$ cat src/hdl/vgdf_pkg.sv
// Shared constants, command/status types and controller states of the voxel dedup filter.
`timescale 1ns / 1ps

package vgdf_pkg;

  localparam int COORD_W     = 32;
  localparam int INV_W       = 25;
  localparam int INDEX_BITS  = 20;
  localparam int KEY_W       = 3 * INDEX_BITS;
  localparam int TABLE_DEPTH = 4096;
  localparam int ADDR_W      = $clog2(TABLE_DEPTH);
  localparam int EPOCH_W     = 8;
  localparam int ENTRY_W     = EPOCH_W + KEY_W;
  localparam int PROD_W      = 2 * COORD_W;

  localparam logic [INV_W-1:0]   INV_RESET = INV_W'(655360);
  localparam logic [COORD_W-1:0] PRIME_X   = 32'd73856093;
  localparam logic [COORD_W-1:0] PRIME_Y   = 32'd19349663;
  localparam logic [COORD_W-1:0] PRIME_Z   = 32'd83492791;
  localparam logic [INV_W-1:0]   IDX_LIM   = INV_W'(1) << (INDEX_BITS - 1);

  typedef enum logic [3:0] {
    ST_INIT_CLR,
    ST_IDLE,
    ST_FRAME_CLR,
    ST_AX,
    ST_AY,
    ST_AZ,
    ST_HX,
    ST_HY,
    ST_HZ,
    ST_HASH,
    ST_RD,
    ST_CMP,
    ST_EMIT_OK,
    ST_EMIT_OVF
  } ctrl_state_t;

  typedef enum logic [2:0] {
    MUL_AX,
    MUL_AY,
    MUL_AZ,
    MUL_HX,
    MUL_HY,
    MUL_HZ
  } mul_sel_t;

  typedef enum logic [2:0] {
    CAP_NONE,
    CAP_IX,
    CAP_IY,
    CAP_IZ,
    CAP_H0,
    CAP_H1,
    CAP_H2
  } cap_sel_t;

  typedef struct packed {
    logic     load;
    mul_sel_t mul_sel;
    cap_sel_t cap_sel;
    logic     rd_en;
    logic     wr_key;
    logic     clr_wr;
    logic     probe_next;
    logic     epoch_adv;
    logic     epoch_rst;
    logic     emit;
    logic     emit_ovf;
  } ctrl_cmd_t;

  typedef struct packed {
    logic slot_free;
    logic slot_match;
    logic probe_last;
    logic clr_last;
    logic epoch_max;
    logic out_free;
  } dp_status_t;

endpackage

$ cat src/hdl/vgdf_ctrl.sv
// Controller: sequences multiply, hash, table probe, clearing and result hand-off.
`timescale 1ns / 1ps

module vgdf_ctrl (
  input  logic                  clk,
  input  logic                  rst,
  input  logic                  in_valid,
  input  logic                  frame_start,
  output logic                  in_stall,
  input  vgdf_pkg::dp_status_t  status,
  output vgdf_pkg::ctrl_cmd_t   cmd
);

  vgdf_pkg::ctrl_state_t state, state_next;

  always_ff @(posedge clk) begin
    if (rst) begin
      state <= vgdf_pkg::ST_INIT_CLR;
    end else begin
      state <= state_next;
    end
  end

  always_comb begin
    state_next     = state;
    in_stall       = 1'b1;
    cmd            = '0;
    cmd.mul_sel    = vgdf_pkg::MUL_AX;
    cmd.cap_sel    = vgdf_pkg::CAP_NONE;
    case (state)
      vgdf_pkg::ST_INIT_CLR: begin
        cmd.clr_wr = 1'b1;
        if (status.clr_last) begin
          cmd.epoch_rst = 1'b1;
          state_next    = vgdf_pkg::ST_IDLE;
        end
      end
      vgdf_pkg::ST_IDLE: begin
        in_stall = 1'b0;
        if (in_valid) begin
          cmd.load = 1'b1;
          if (frame_start && status.epoch_max) begin
            state_next = vgdf_pkg::ST_FRAME_CLR;
          end else begin
            cmd.epoch_adv = frame_start;
            state_next    = vgdf_pkg::ST_AX;
          end
        end
      end
      vgdf_pkg::ST_FRAME_CLR: begin
        cmd.clr_wr = 1'b1;
        if (status.clr_last) begin
          cmd.epoch_rst = 1'b1;
          state_next    = vgdf_pkg::ST_AX;
        end
      end
      vgdf_pkg::ST_AX: begin
        cmd.mul_sel = vgdf_pkg::MUL_AX;
        state_next  = vgdf_pkg::ST_AY;
      end
      vgdf_pkg::ST_AY: begin
        cmd.mul_sel = vgdf_pkg::MUL_AY;
        cmd.cap_sel = vgdf_pkg::CAP_IX;
        state_next  = vgdf_pkg::ST_AZ;
      end
      vgdf_pkg::ST_AZ: begin
        cmd.mul_sel = vgdf_pkg::MUL_AZ;
        cmd.cap_sel = vgdf_pkg::CAP_IY;
        state_next  = vgdf_pkg::ST_HX;
      end
      vgdf_pkg::ST_HX: begin
        cmd.mul_sel = vgdf_pkg::MUL_HX;
        cmd.cap_sel = vgdf_pkg::CAP_IZ;
        state_next  = vgdf_pkg::ST_HY;
      end
      vgdf_pkg::ST_HY: begin
        cmd.mul_sel = vgdf_pkg::MUL_HY;
        cmd.cap_sel = vgdf_pkg::CAP_H0;
        state_next  = vgdf_pkg::ST_HZ;
      end
      vgdf_pkg::ST_HZ: begin
        cmd.mul_sel = vgdf_pkg::MUL_HZ;
        cmd.cap_sel = vgdf_pkg::CAP_H1;
        state_next  = vgdf_pkg::ST_HASH;
      end
      vgdf_pkg::ST_HASH: begin
        cmd.cap_sel = vgdf_pkg::CAP_H2;
        state_next  = vgdf_pkg::ST_RD;
      end
      vgdf_pkg::ST_RD: begin
        cmd.rd_en  = 1'b1;
        state_next = vgdf_pkg::ST_CMP;
      end
      vgdf_pkg::ST_CMP: begin
        if (status.slot_free) begin
          cmd.wr_key = 1'b1;
          state_next = vgdf_pkg::ST_EMIT_OK;
        end else if (status.slot_match) begin
          state_next = vgdf_pkg::ST_IDLE;
        end else if (status.probe_last) begin
          state_next = vgdf_pkg::ST_EMIT_OVF;
        end else begin
          cmd.probe_next = 1'b1;
          state_next     = vgdf_pkg::ST_RD;
        end
      end
      vgdf_pkg::ST_EMIT_OK: begin
        if (status.out_free) begin
          cmd.emit   = 1'b1;
          state_next = vgdf_pkg::ST_IDLE;
        end
      end
      vgdf_pkg::ST_EMIT_OVF: begin
        if (status.out_free) begin
          cmd.emit     = 1'b1;
          cmd.emit_ovf = 1'b1;
          state_next   = vgdf_pkg::ST_IDLE;
        end
      end
      default: begin
        state_next = vgdf_pkg::ST_IDLE;
      end
    endcase
  end

  a_accept_starts: assert property (@(posedge clk) disable iff (rst)
    (in_valid && !in_stall) |=>
      (state == vgdf_pkg::ST_AX || state == vgdf_pkg::ST_FRAME_CLR))
    else $error("accepted request did not start processing");

  a_cmp_after_rd: assert property (@(posedge clk) disable iff (rst)
    (state == vgdf_pkg::ST_CMP) |-> ($past(state) == vgdf_pkg::ST_RD))
    else $error("compare without a table read");

  a_stall_busy: assert property (@(posedge clk) disable iff (rst)
    (state != vgdf_pkg::ST_IDLE) |-> in_stall)
    else $error("input open while busy");

endmodule

$ cat config.mk
export PLATFORM = sky130hd
export DESIGN_NAME = vgdf_ctrl
export DESIGN_NICKNAME = d
export VERILOG_FILES = /design/src/hdl/vgdf_pkg.sv /design/src/hdl/vgdf_ctrl.sv
export SDC_FILE = /design/constraint.sdc
export NUM_CORES = 1
export LEC_CHECK = 0
export BUFFER_PORTS_ARGS = -buffer_cell sky130_fd_sc_hd__buf_2
export CAP_MARGIN = 20
export CORE_AREA = 4 4 41 43
export CTS_CLUSTER_SIZE = 28
export DETAILED_ROUTE_END_ITERATION = 7
export DIE_AREA = 0 0 45 47
export PLACE_DENSITY_LB_ADDON = 0.3
export SYNTH_ARGS = -nofsm -noshare
export SYNTH_HDL_FRONTEND = slang
export SYNTH_SLANG_ARGS = --single-unit
$ cat constraint.sdc
create_clock -name clk -period 1.6 [get_ports clk]
set_input_delay 0.32 -clock clk [delete_from_list [all_inputs] [get_ports clk]]
set_output_delay 0.32 -clock clk [all_outputs]
set_load 0.02 [all_outputs]
==> results by group, run 1 <==
Run status
  – Status: complete, no violations

GRT
  – Total global-route track usage: 0.146
  – Vias in the first global route: roughly 530
  – Global-route wire length before repair: approximately 2.3 mm
  – Largest net degree at the start of global routing: 11
  – Number of antenna violations at the first check in global routing: 0
  – Overall overflow remaining after global route: 0

Floorplan
  – Die X: 45 µm
  – Total I/O pin count: 26
  – Effective utilization at floorplan: 0.419
  – Core box area: 0.00130 mm²
  – Die area: approximately 0.0021 mm²
  – Height of the die: roughly 47 µm
  – Placement Rows: 13

Yosys
  – EDFF count, synth: 0
  – Share of the synthesized area in compound gates (AO/OA/AOI/OAI): 0.220
  – Post-synthesis adder-cell area fraction: 0
  – Post-synthesis async set-or-reset flop share: 0
  – Largest family of logic cells by synthesized area: simple AND/OR/NAND/NOR gates
  – Post-Synthesis Cells: 78
  – Xor/xnor cell area share of the yosys netlist: 0.0321
  – Proportion of netlist area held by the largest area contributor: 0.147
  – Yosys Warn Count: 0
  – Ranking of synthesized cells by instance count: 12 x sky130_fd_sc_hd__nor2_1, 10 x sky130_fd_sc_hd__nand2_1, 6 x sky130_fd_sc_hd__a21oi_1
  – Proportion of synthesized area in mux cells: 0
  – Most instantiated flip-flop cell in the synthesis netlist: sky130_fd_sc_hd__dfxtp_1
  – Synthesis-stage register bit count: 4
  – Most instantiated library cell after synthesis: sky130_fd_sc_hd__nor2_1
  – Post-Synthesis Mean Instance Area: 6.99 µm²
  – Post-synth cell types: 31
  – Sequential element share of the synthesized area: 0.147
  – Cell accounting for the most synthesized area: sky130_fd_sc_hd__dfxtp_1
  – Mapped Area: between 500 and 600 µm²
  – Simple-gate share of the synthesized area: 0.477
  – Post-synthesis net count: 88
  – Synth top area cells: sky130_fd_sc_hd__dfxtp_1 15%, sky130_fd_sc_hd__buf_6 8.3%, sky130_fd_sc_hd__nor2_1 8.3%

Timing
  – Worst hold slack across all endpoints: 0.294 ns
  – Final count of hold timing violations: 0
  – Final max-slew violation count: 0
  – Final worst-path setup slack: 0.0437 ns
  – Tightest Pin Transition: ~0.33 ns
  – Slew Limit Headroom: 0.779
  – Count of final setup violators: 0
  – Clock skew after layout: between 0.008 and 0.009 ns
  – Final critical delay including setup and external delays: 1.56 ns
  – Achievable frequency: 643 MHz
  – Setup TNS after final layout: 0 ns
  – RSZ-0062 raised after global routing: true
  – Tcrit/Tclk final: 0.973

Flow run
  – Maximum Capacitance Violations: 0

Finish
  – Area of the multi-input gates: 452 µm²
  – Register cell area after layout: 92.6 µm²
  – Fin util: 0.623
  – Largest reg by FF count: state
  – Fill cell count: 132
  – Largest register FFs: 4
  – Summed area of non-filler cells in the final layout: roughly 810 µm²
  – Fraction of layout cells with a size suffix above 1: 0.505
  – Count of nets after finishing: 119
  – Post-route non-filler standard cell count: about 120
  – Antenna diode count: 0
  – Area growth, synth to finish: 48.6%
  – Leading registers by flop count: state x4

Min path
  – Hold path depth: 2
  – HP Start: rst
  – Min-Delay Endpoint: state[0]$_SDFFE_PP0P_
  – HP Class: input pin to flip-flop

Placement
  – Post-detail-place hpwl: 1.15 mm
  – Final estimated routing congestion in global placement: 0.822
  – Instance area after placement: 677 µm²
  – Placed Cells: 116
  – Number of input and output port buffers inserted: 25
  – Worst setup slack after placement: 0.135 ns

Clock network
  – H-tree Lvls: 1
  – Largest buffer count on any clock path: 2
  – Clk_lat worst skew: 0.24 ns
  – TritonCTS sink count: 4
  – TritonCTS clock tree: yes
  – Clk root buf: sky130_fd_sc_hd__clkbuf_4
  – Reg clk slew, reported paths: 0.04 ns
  – Hold-fix buffer count after cts: 0
  – Inserted Clock Buffers: 3

Route
  – Wire length after detailed routing: 1.52 mm
  – Number of DRC markers in iteration 0: 9
  – Average wire length per cell after detail routing: about 12 µm
  – DR vias: around 650
  – Drt first pass iters: 4
  – Count of unresolved DRC violations after routing: 0
  – Remaining number of nets flagged by the antenna check after routing: 0
  – Via/cell ratio: 5.30

Power and ir drop
  – Part of the power in registers: 0.286
  – Sum of internal, switching and leakage power: 381 µW
  – Maximum VDD drop: 452 µV
  – Sw frac: 0.332
  – Static leakage power: 0.394 nW
  – Combinational power share: 0.377
  – Pwr dens: 470 mW/mm²
  – Int Power: 255 µW
  – Clock network fraction of total power: 0.336
  – Power dissipated by switching net loads: 127 µW

Worst setup path
  – Reg-to-reg critical path endpoint: state[1]$_SDFFE_PP0P_
  – Delay contributed by the slowest stage of the critical path: 0.37 ns
  – Peak fanout along the critical path: 7
  – Launch point of the worst reg-to-reg path: state[2]$_SDFFE_PP0P_
  – Ordered list of cells on the worst path: nor2b_4, and3_4, and3b_1, buf_6
  – Data arrival time of the critical path: 1.24 ns
  – Critical Path Start Type: flip-flop
  – Internal reg-to-reg setup slack: around 0.25 ns
  – Critical Setup Path Class: flip-flop to output port
  – Family of cells with the greatest summed delay on the critical path: simple AND/OR/NAND/NOR gates
  – Register-to-Register Path Depth: 6
  – Slowest CP cell: sky130_fd_sc_hd__dfxtp_4
  – CP Capture Type: output port
  – Required time of the worst setup path: around 1.3 ns
  – Number of buffer and inverter instances along the worst setup path: 1
## timing repair
action / in CTS / in global routing
buffers inserted: 0 / 3
endpoints found under the setup margin: 9 / 8
cloned: 0 / 0
pin swaps: 0 / 3
resized for setup: 9 / 18
## worst max path at each step
stage | from | endpoint | slack [ns] | depth (start not counted)
after CTS | state[0]$_SDFFE_PP0P_ | cmd[3] | 0.009 | 4
final | state[0]$_SDFFE_PP0P_ | cmd[3] | 0.04 | 4
after detailed placement | state[3]$_SDFFE_PP0P_ | cmd[9] | 0.14 | 4
after global placement | state[0]$_SDFFE_PP0P_ | cmd[3] | 0.15 | 4
after global routing | state[0]$_SDFFE_PP0P_ | cmd[3] | -0.04 | 4
after floorplan | state[2]$_SDFFE_PP0P_ | cmd[4] | 0.02 | 3
## cell type report
type | count | share of cell area
well taps | 15 | 0.0231
flip-flops and latches | 4 | 0.114
repair buffers | 34 | 0.278
multi-input cells | 66 | 0.557
clock buffers | 3 | 0.0278
## routing by layer
| layer | track usage | part of all wire | vias up |
|---|---|---|---|
| met5 | 0 | 0 | - |
| met4 | 0.0175 | 0 | 0 |
| met3 | 0.0460 | 0.049 | 0 |
| met2 | 0.243 | 0.50 | 15 |
| met1 | 0.190 | 0.44 | 299 |
| li1 | - | - | 332 |
## cell usage in the layout (no fill, tap or decap), types with 2 or more instances in the layout
cell | synthesis | routed
sky130_fd_sc_hd__a21oi_1 | 6 | 6
sky130_fd_sc_hd__and2_1 | 2 | 2
sky130_fd_sc_hd__and3b_1 | 2 | 2
sky130_fd_sc_hd__buf_2 | 3 | 21
sky130_fd_sc_hd__buf_4 | 1 | 8
sky130_fd_sc_hd__buf_6 | 4 | 4
sky130_fd_sc_hd__clkbuf_4 | 0 | 3
sky130_fd_sc_hd__dfxtp_4 | 0 | 3
sky130_fd_sc_hd__nand2_1 | 10 | 9
sky130_fd_sc_hd__nand2b_1 | 4 | 3
sky130_fd_sc_hd__nand3_1 | 2 | 2
sky130_fd_sc_hd__nor2_1 | 12 | 11
sky130_fd_sc_hd__nor2b_1 | 2 | 2
sky130_fd_sc_hd__nor3_1 | 5 | 4
sky130_fd_sc_hd__o21ai_0 | 3 | 2
sky130_fd_sc_hd__o21ai_1 | 1 | 2
## cell families after synthesis
family / after synthesis
buffers and inverters: 8
DFF: 4
AOI/OAI and AO/OA: 17
and+or+nand+nor: 47
xor gates and xnor gates: 2
## power groups by stage
stage	Sequential (mW)	Combinational [mW]	Clock [mW]
final	0.109	0.144	0.128
after detailed placement	0.112	0.125	0
after floorplan	0.107	0.0881	0
after CTS	0.110	0.129	0.133
after global placement	0.112	0.124	0
after global routing	0.110	0.157	0.143
Note: power is estimated with default switching activity, not from simulation.
==> inputs of run 2 (changes only) <==
--- a/config.mk
+++ b/config.mk
@@ -12,6 +12,7 @@
 export DETAILED_ROUTE_END_ITERATION = 7
 export DIE_AREA = 0 0 45 47
 export PLACE_DENSITY_LB_ADDON = 0.3
+export RECOVER_POWER = 50
 export SYNTH_ARGS = -nofsm -noshare
 export SYNTH_HDL_FRONTEND = slang
 export SYNTH_SLANG_ARGS = --single-unit
==> results by group, run 2 (synthesis results as in run 1) <==
Route
  – Drt first pass iters: 4
  – DR vias: 641
  – Via/cell ratio: 5.25
  – Average wire length per cell after detail routing: 12.4 µm
  – Count of unresolved DRC violations after routing: 0
  – Number of DRC markers in iteration 0: 9
  – Wire length after detailed routing: 1.51 mm
  – Remaining number of nets flagged by the antenna check after routing: 0

Worst setup path
  – Family of cells with the greatest summed delay on the critical path: simple AND/OR/NAND/NOR gates
  – Critical Setup Path Class: flip-flop to output port
  – Ordered list of cells on the worst path: nor2b_4, and3_4, and3b_1, buf_6
  – Critical Path Start Type: flip-flop
  – Number of buffer and inverter instances along the worst setup path: 1
  – Slowest CP cell: sky130_fd_sc_hd__dfxtp_4
  – CP Capture Type: output port
  – Delay contributed by the slowest stage of the critical path: 0.37 ns
  – Required time of the worst setup path: 1.28 ns
  – Data arrival time of the critical path: ~1.2 ns
  – Peak fanout along the critical path: 7

Timing
  – Achievable frequency: 643 MHz
  – RSZ-0062 raised after global routing: true
  – Final max-slew violation count: 0
  – Tcrit/Tclk final: 0.973
  – Final count of hold timing violations: 0
  – Slew Limit Headroom: 0.773
  – Tightest Pin Transition: about 0.34 ns
  – Clock skew after layout: ~0.0076 ns
  – Final critical delay including setup and external delays: between 1.5 and 2 ns
  – Count of final setup violators: 0
  – Setup TNS after final layout: 0 ns

Flow run
  – Maximum Capacitance Violations: 0

Finish
  – Post-route non-filler standard cell count: 122
  – Largest reg by FF count: state
  – Count of nets after finishing: 119
  – Leading cell type in the layout, fill and taps excluded: sky130_fd_sc_hd__buf_2
  – Antenna diode count: 0
  – Commonest cells after routing, fill and taps aside: 21 x sky130_fd_sc_hd__buf_2, 11 x sky130_fd_sc_hd__nor2_1, 9 x sky130_fd_sc_hd__nand2_1
  – Fraction of layout cells with a size suffix above 1: 0.505
  – Largest register FFs: 4
  – Leading registers by flop count: state x4
  – Area growth, synth to finish: 48.6%

Clock network
  – H-tree Lvls: 1
  – Clk root buf: sky130_fd_sc_hd__clkbuf_4
  – TritonCTS clock tree: yes
  – Largest buffer count on any clock path: 2
  – Reg clk slew, reported paths: around 0.04 ns
  – Inserted Clock Buffers: 3
  – TritonCTS sink count: 4
  – Clk_lat worst skew: about 0.24 ns

Floorplan
  – Die X: 45 µm
  – Height of the die: between 40 and 50 µm
  – Effective utilization at floorplan: 0.419
  – Core box area: 0.00130 mm²
  – Total I/O pin count: 26
  – Die area: 0.00212 mm²
  – Placement Rows: 13

GRT
  – Global-route wire length before repair: 2.29 mm
  – Total global-route track usage: 0.146
  – Number of antenna violations at the first check in global routing: 0
  – Largest net degree at the start of global routing: 11
  – Vias in the first global route: ~530
  – Overall overflow remaining after global route: 0

Power and ir drop
  – Maximum VDD drop: about 450 µV
  – Static leakage power: 0.393 nW
  – Pwr dens: ~470 mW/mm²

Placement
  – Number of input and output port buffers inserted: 25
  – Placed Cells: 116
  – Final estimated routing congestion in global placement: 0.822
  – Post-detail-place hpwl: 1.15 mm

Min path
  – HP Class: input pin to flip-flop

Run status
  – Status: complete, no violations
[run 2: cell count changes in the layout (fill, tap and decap cells not counted)]
cell / change
sky130_fd_sc_hd__buf_4: -1
sky130_fd_sc_hd__clkbuf_4: +1
[run 2: path summary, 6_finish.rpt]
path                                             from               endpoint  slack (ns)  cells after the start
worst max-delay path            state[0]$_SDFFE_PP0P_                 cmd[3]        0.04                      4
worst min-delay path                              rst  state[0]$_SDFFE_PP0P_        0.29                      2
worst max register to register  state[2]$_SDFFE_PP0P_  state[1]$_SDFFE_PP0P_        0.24                      6
worst min register to register  state[2]$_SDFFE_PP0P_  state[0]$_SDFFE_PP0P_        0.60                      2
[run 2: final cells by class]
type / instances / area [µm²]
clock buffer: 3 / 22.5
fill: 132 / 490
multi-input combinational: 66 / 452
sequential: 4 / 92.6
tap: 15 / 18.8
timing repair buffer: 34 / 225
[run 2: what timing repair did]
item / CTS / global route
hold endpoints to repair: 0 / 0
hold buffers: 0 / 0
pin swaps: 0 / 3
setup endpoints to repair: 9 / 8
buffers inserted: 0 / 3
gates resized for setup: 9 / 18
[run 2: power breakdown]
part           switching [mW]  internal, mW  leakage [nW]
combinational          0.0748        0.0691         0.344
clock                  0.0442        0.0841        0.0138
sequential            0.00769         0.101        0.0352
total                   0.127         0.255         0.393
[run 2: layer usage]
metal / vias to the layer above / wire length [µm] / global-route usage / share of wire
met5: - / 0 / 0 / 0
met4: 0 / 0 / 0.0175 / 0
met3: 0 / 75 / 0.0460 / 0.050
met2: 15 / 758 / 0.243 / 0.50
met1: 294 / 678 / 0.190 / 0.45
li1: 332 / - / - / -
[run 2: per-stage QoR]
step / setup WS [ns] / total power [mW] / util / cell area [µm²] / hold slack [ns]
4_1_cts: 0.00896 / 0.372 / 0.555 / 722 / 0.286
5_1_grt: -0.0388 / 0.410 / 0.623 / 811 / 0.297
3_3_place_gp: 0.154 / 0.236 / 0.520 / 677 / 0.543
3_5_place_dp: 0.135 / 0.237 / 0.520 / 677 / 0.546
6_report: 0.0438 / 0.381 / 0.623 / 811 / 0.294
2_1_floorplan: 0.0187 / 0.195 / - / 556 / 0.385
